$ cat src/hw/rtl/mlm_pkg.sv
package mlm_pkg;

    localparam int MAX_WIDTH_DEF  = 512;
    localparam int MAX_HEIGHT_DEF = 512;
    localparam int LABEL_BITS_DEF = 16;

    localparam int LBL_FIELD_BITS = 16;
    localparam int FRAME_BITS     = 10;
    localparam int RADIUS_BITS    = 11;
    localparam int DIST_BITS      = 11;
    localparam int CFG_INDEX_BITS = 3;
    localparam int CFG_DATA_BITS  = 16;
    localparam int CMDQ_DEPTH     = 2;

    typedef enum logic [CFG_INDEX_BITS-1:0] {
        REG_MODE   = 3'd0,
        REG_TARGET = 3'd1,
        REG_RADIUS = 3'd2,
        REG_WIDTH  = 3'd3,
        REG_HEIGHT = 3'd4
    } cfg_reg_t;

    typedef enum logic {
        OP_LOAD = 1'b0,
        OP_READ = 1'b1
    } op_t;

    typedef enum logic {
        MODE_DILATE = 1'b0,
        MODE_ERODE  = 1'b1
    } mode_t;

    typedef struct packed {
        logic valid;
        op_t  op;
    } cmd_status_t;

endpackage

$ cat src/hw/rtl/mlm_front.sv
module mlm_front #(
    parameter int LABEL_BITS = mlm_pkg::LABEL_BITS_DEF
) (
    input  logic                      clk,
    input  logic                      rst_n,
    input  logic                      push,
    output logic                      full,
    input  logic                      kind,
    input  logic [LABEL_BITS-1:0]     label,
    output mlm_pkg::cmd_status_t      cmd_status,
    output logic [LABEL_BITS-1:0]     cmd_label,
    input  logic                      cmd_pop
);
    import mlm_pkg::*;

    localparam int PTR_BITS = $clog2(CMDQ_DEPTH);
    localparam int CNT_BITS = $clog2(CMDQ_DEPTH + 1);

    op_t                   op_q    [CMDQ_DEPTH];
    logic [LABEL_BITS-1:0] label_q [CMDQ_DEPTH];
    logic [PTR_BITS-1:0]   wr_ptr_reg, wr_ptr_next;
    logic [PTR_BITS-1:0]   rd_ptr_reg, rd_ptr_next;
    logic [CNT_BITS-1:0]   count_reg, count_next;
    logic                  do_push, do_pop;
    logic [LABEL_BITS-1:0] label_in;

    assign full     = (count_reg == CNT_BITS'(CMDQ_DEPTH));
    assign do_push  = push && !full;
    assign do_pop   = cmd_pop && (count_reg != '0);
    assign label_in = LABEL_BITS'(LBL_FIELD_BITS'(label));

    assign cmd_status.valid = (count_reg != '0);
    assign cmd_status.op    = op_q[rd_ptr_reg];
    assign cmd_label        = label_q[rd_ptr_reg];

    always_comb
    begin
        wr_ptr_next = wr_ptr_reg;
        rd_ptr_next = rd_ptr_reg;
        count_next  = count_reg;
        if (do_push)
        begin
            wr_ptr_next = (wr_ptr_reg == PTR_BITS'(CMDQ_DEPTH - 1)) ? '0 : wr_ptr_reg + 1'b1;
        end
        if (do_pop)
        begin
            rd_ptr_next = (rd_ptr_reg == PTR_BITS'(CMDQ_DEPTH - 1)) ? '0 : rd_ptr_reg + 1'b1;
        end
        if (do_push && !do_pop)
        begin
            count_next = count_reg + 1'b1;
        end
        else if (do_pop && !do_push)
        begin
            count_next = count_reg - 1'b1;
        end
    end

    always_ff @(posedge clk or negedge rst_n)
    begin
        if (!rst_n)
        begin
            wr_ptr_reg <= '0;
            rd_ptr_reg <= '0;
            count_reg  <= '0;
        end
        else
        begin
            wr_ptr_reg <= wr_ptr_next;
            rd_ptr_reg <= rd_ptr_next;
            count_reg  <= count_next;
        end
    end

    always_ff @(posedge clk)
    begin
        if (do_push)
        begin
            op_q[wr_ptr_reg]    <= kind ? OP_READ : OP_LOAD;
            label_q[wr_ptr_reg] <= label_in;
        end
    end

endmodule

$ cat config.mk
export PLATFORM = sky130hd
export DESIGN_NAME = mlm_front
export DESIGN_NICKNAME = d
export VERILOG_FILES = /design/src/hw/rtl/mlm_pkg.sv /design/src/hw/rtl/mlm_front.sv
export SDC_FILE = /design/constraint.sdc
export NUM_CORES = 1
export LEC_CHECK = 0
export BUFFER_PORTS_ARGS = -buffer_cell sky130_fd_sc_hd__buf_2
export CAP_MARGIN = 20
export CORE_UTILIZATION = 50
export CTS_BUF_LIST = sky130_fd_sc_hd__clkbuf_16
export DETAILED_ROUTE_END_ITERATION = 10
export GPL_ROUTABILITY_DRIVEN = 0
export HOLD_SLACK_MARGIN = 0.05
export PLACE_DENSITY = 0.85
export SLEW_MARGIN = 20
export SYNTH_ARGS = -nofsm -noshare
export SYNTH_HDL_FRONTEND = slang
export SYNTH_SLANG_ARGS = --single-unit
$ cat constraint.sdc
create_clock -name clk -period 2.4 [get_ports clk]
set_input_delay 0.12 -clock clk [delete_from_list [all_inputs] [get_ports clk]]
set_output_delay 0.12 -clock clk [all_outputs]
set_load 0.005 [all_outputs]
==> flow_summary_export.csv <==
group,metric,value,unit
cells_and_area,layout_common_cells,"39 x sky130_fd_sc_hd__buf_2, 34 x sky130_fd_sc_hd__edfxtp_1, 18 x sky130_fd_sc_hd__dlygate4sd3_1",
setup_path,worst_setup_path_start_kind,"register",
cells_and_area,fillCellCount,178,
cells_and_area,final_net_count,158,
timing,grt_setup_unrepaired,"false",
floorplan,start_util,53.1,%
timing,timing.clock.skew,0.00220,ns
place,portBuffers,39,
cells_and_area,final_area,0.00204,mm2
timing,worst_pin_slew,0.808,ns
setup_path,cell_at_the_slowest_stage_of_the_critical_path,"sky130_fd_sc_hd__and3_1",
global_route,grtUsageTotal,16.7,%
global_route,global_route_wire_length_before_repair,3790,um
setup_path,critical_path_class,"register to register",
synthesis,synth.net_count,94,
cells_and_area,final_common_cell,"sky130_fd_sc_hd__buf_2",
clock_tree,post_cts.resized_instances,0,
synthesis,post_synth_inst_count,72,
drt,drc,0,
global_route,grt_most_used_layer,"met2",
timing,min_period_over_period,68.4,%
synthesis,synth_largest_area_cell,"sky130_fd_sc_hd__edfxtp_1",
synthesis,synth.cell_area,0.00148,mm2
global_route,antenna_violations_before_repair,0,
clock_tree,cts_buffers,5,
global_route,grt_use_met2,29.9,%
clock_tree,cts_tree,"built",
global_route,globalRouteOverflowTotal,0,
clock_tree,ctsHoldBuffers,18,
setup_path,required,2.30,ns
job,max-cap-violations,0,
setup_path,cells_along_the_critical_path,"nand2b_1, and3_1",
cells_and_area,n_antenna_cell,0,
clock_tree,clock_tree.htree_level_count,2,
floorplan,floorplan.rows,19,
synthesis,synth_cell_type_count,16,
synthesis,postSynthAreaPerCell,20.5,um2
timing,max_freq,609,MHz
drt,dr.first_iter.drc_count,25,
timing,setup_viol_count_final,0,
clock_tree,cts_num_sinks,38,
place,standard_cell_area_after_detailed_placement,0.00170,mm2
timing,finalCriticalPeriod,1.64,ns
cells_and_area,syn_to_final_growth,38.1,%
global_route,grtUsageMet1,17.2,%
timing,layout_setup_ws,0.759,ns
global_route,grt_pass1_vias,847,
floorplan,die_width,56.4,um
status,run_status,"complete, no violations",
clock_tree,cts_setup_buffers,0,
place,dp.final_hpwl,1610,um
drt,wire_per_inst,14.4,um
setup_path,cp-end-kind,"register",
synthesis,yosysTopAreaCellShare,69.1,%
global_route,met3_usage,4.84,%
drt,via_count_normalized_by_instance_count,4.92,
clock_tree,clock-root-buffer,"sky130_fd_sc_hd__clkbuf_16",
timing,slew_headroom,46.2,%
power_and_ir_drop,pwr_density_cell,1170,mW/mm2
setup_path,critical_path_arrival,1.54,ns
floorplan,die_y,56.4,um
setup_path,slowest_delay,0.70,ns
synthesis,synth_seq_area_share,75.9,%
timing,fin_tns_setup,0,ns
power_and_ir_drop,worst_ir_drop_vdd,0.000897,V
floorplan,design.portCount,40,
cells_and_area,instances_no_fill,168,
place,pre_cts_slack,0.738,ns
timing,hold_violations,0,
drt,vias,826,
drt,drt.antenna.violating_nets,0,
floorplan,fp.coreArea,0.00278,mm2
setup_path,path_max_fanout,17,
clock_tree,clk_transition_reported_paths,0.05,ns
synthesis,synthesis.yosys.warnings,0,
cells_and_area,final_core_util,73.4,%
power_and_ir_drop,p_leak,0.849,nW
clock_tree,clk-insertion-delay-late,0.27,ns
synthesis,synth-seq-cells,38,
cells_and_area,largest_register_ffs,32,
cells_and_area,post_route_cells_drive_above_1_share,48.9,%
synthesis,synth.area.top_cells,"sky130_fd_sc_hd__edfxtp_1 69%, sky130_fd_sc_hd__mux2_4 9.1%, sky130_fd_sc_hd__dfrtp_1 6.8%",
global_route,maximum_number_of_pins_on_one_net_before_global_route_repair,18,
min_path,class_of_the_worst_hold_path,"input port to register",
place,post-place-cells,142,
floorplan,fp.dieArea,0.00318,mm2
drt,wl,2420,um
timing,timing.final.max_slew_violations,0,
clock_tree,clockBufferDepth,2,
drt,dr.pass1.iters,4,
## cells by family (layout without fill, tap and decap cells)
group	after synthesis	after routing	synth area share, %
xor+xnor	5	5	2.96
mux	17	17	15.2
buf+inv	4	69	2.63
simple gates	7	7	2.46
fa+ha+maj	1	1	0.847
flops	38	38	75.9
## worst paths after layout
| kind | from | endpoint | slack (ns) | cells past startpoint |
|---|---|---|---|---|
| max in group asynchronous | rst_n | count_reg[1]$_DFFE_PN0P_ | 2.11 | 2 |
| min in group asynchronous | rst_n | wr_ptr_reg$_DFFE_PN0P_ | 0.17 | 2 |
| hold / removal | cmd_pop | rd_ptr_reg$_DFFE_PN0P_ | 0.13 | 3 |
| setup reg to reg | count_reg[0]$_DFFE_PN0P_ | label_q[1][11]$_DFFE_PP_ | 0.76 | 2 |
| setup / recovery | count_reg[0]$_DFFE_PN0P_ | label_q[1][11]$_DFFE_PP_ | 0.76 | 2 |
| hold reg to reg | count_reg[1]$_DFFE_PN0P_ | count_reg[1]$_DFFE_PN0P_ | 0.49 | 1 |
## metrics by stage
stage | hold slack [ns] | total power [W]
6_report | 0.125 | 0.00239
5_1_grt | 0.128 | 0.00250
4_1_cts | 0.126 | 0.00242
3_5_place_dp | -0.0708 | 0.00168
3_3_place_gp | -0.0715 | 0.00164
2_1_floorplan | -0.176 | 0.00147
## worst max-delay path: cells and delay by family, from the launching register on
kind          cells  cell delay, ns
flops             1            0.40
simple gates      2            0.87
## power by group
| part | leakage [nW] | switching (W) | total, W | internal (W) |
|---|---|---|---|---|
| sequential | 0.362 | 0.0000689 | 0.000986 | 0.000917 |
| combinational | 0.402 | 0.000308 | 0.000689 | 0.000382 |
| clock | 0.0836 | 0.000231 | 0.000716 | 0.000485 |
| total | 0.849 | 0.000607 | 0.00239 | 0.00178 |
## final cells by class
| class | instances | area (um2) | area share (%) |
|---|---|---|---|
| repair buffers | 59 | 390 | 19.1 |
| inverters | 2 | 7.51 | 0.368 |
| flip-flops and latches | 38 | 1120 | 54.9 |
| well taps | 31 | 38.8 | 1.90 |
| clock inverters | 3 | 40.0 | 1.96 |
| clock buffers | 5 | 125 | 6.13 |
| multi-input cells | 30 | 318 | 15.6 |
## per-layer routing
layer | vias to the layer above | wire, um
met3 | 5 | 133
met1 | 395 | 956
li1 | 396 | -
met4 | 0 | 48
met2 | 30 | 1280
met5 | - | 0
## cells in the mapped netlist, drive strengths merged
library cell / number
and3: 1
buf: 2
dfrtp: 4
edfxtp: 34
ha: 1
inv: 2
mux2: 17
nand2: 2
nand2b: 1
nor2: 2
or2: 1
xnor2: 3
xor2: 2
(Power assumes the default switching activity.)
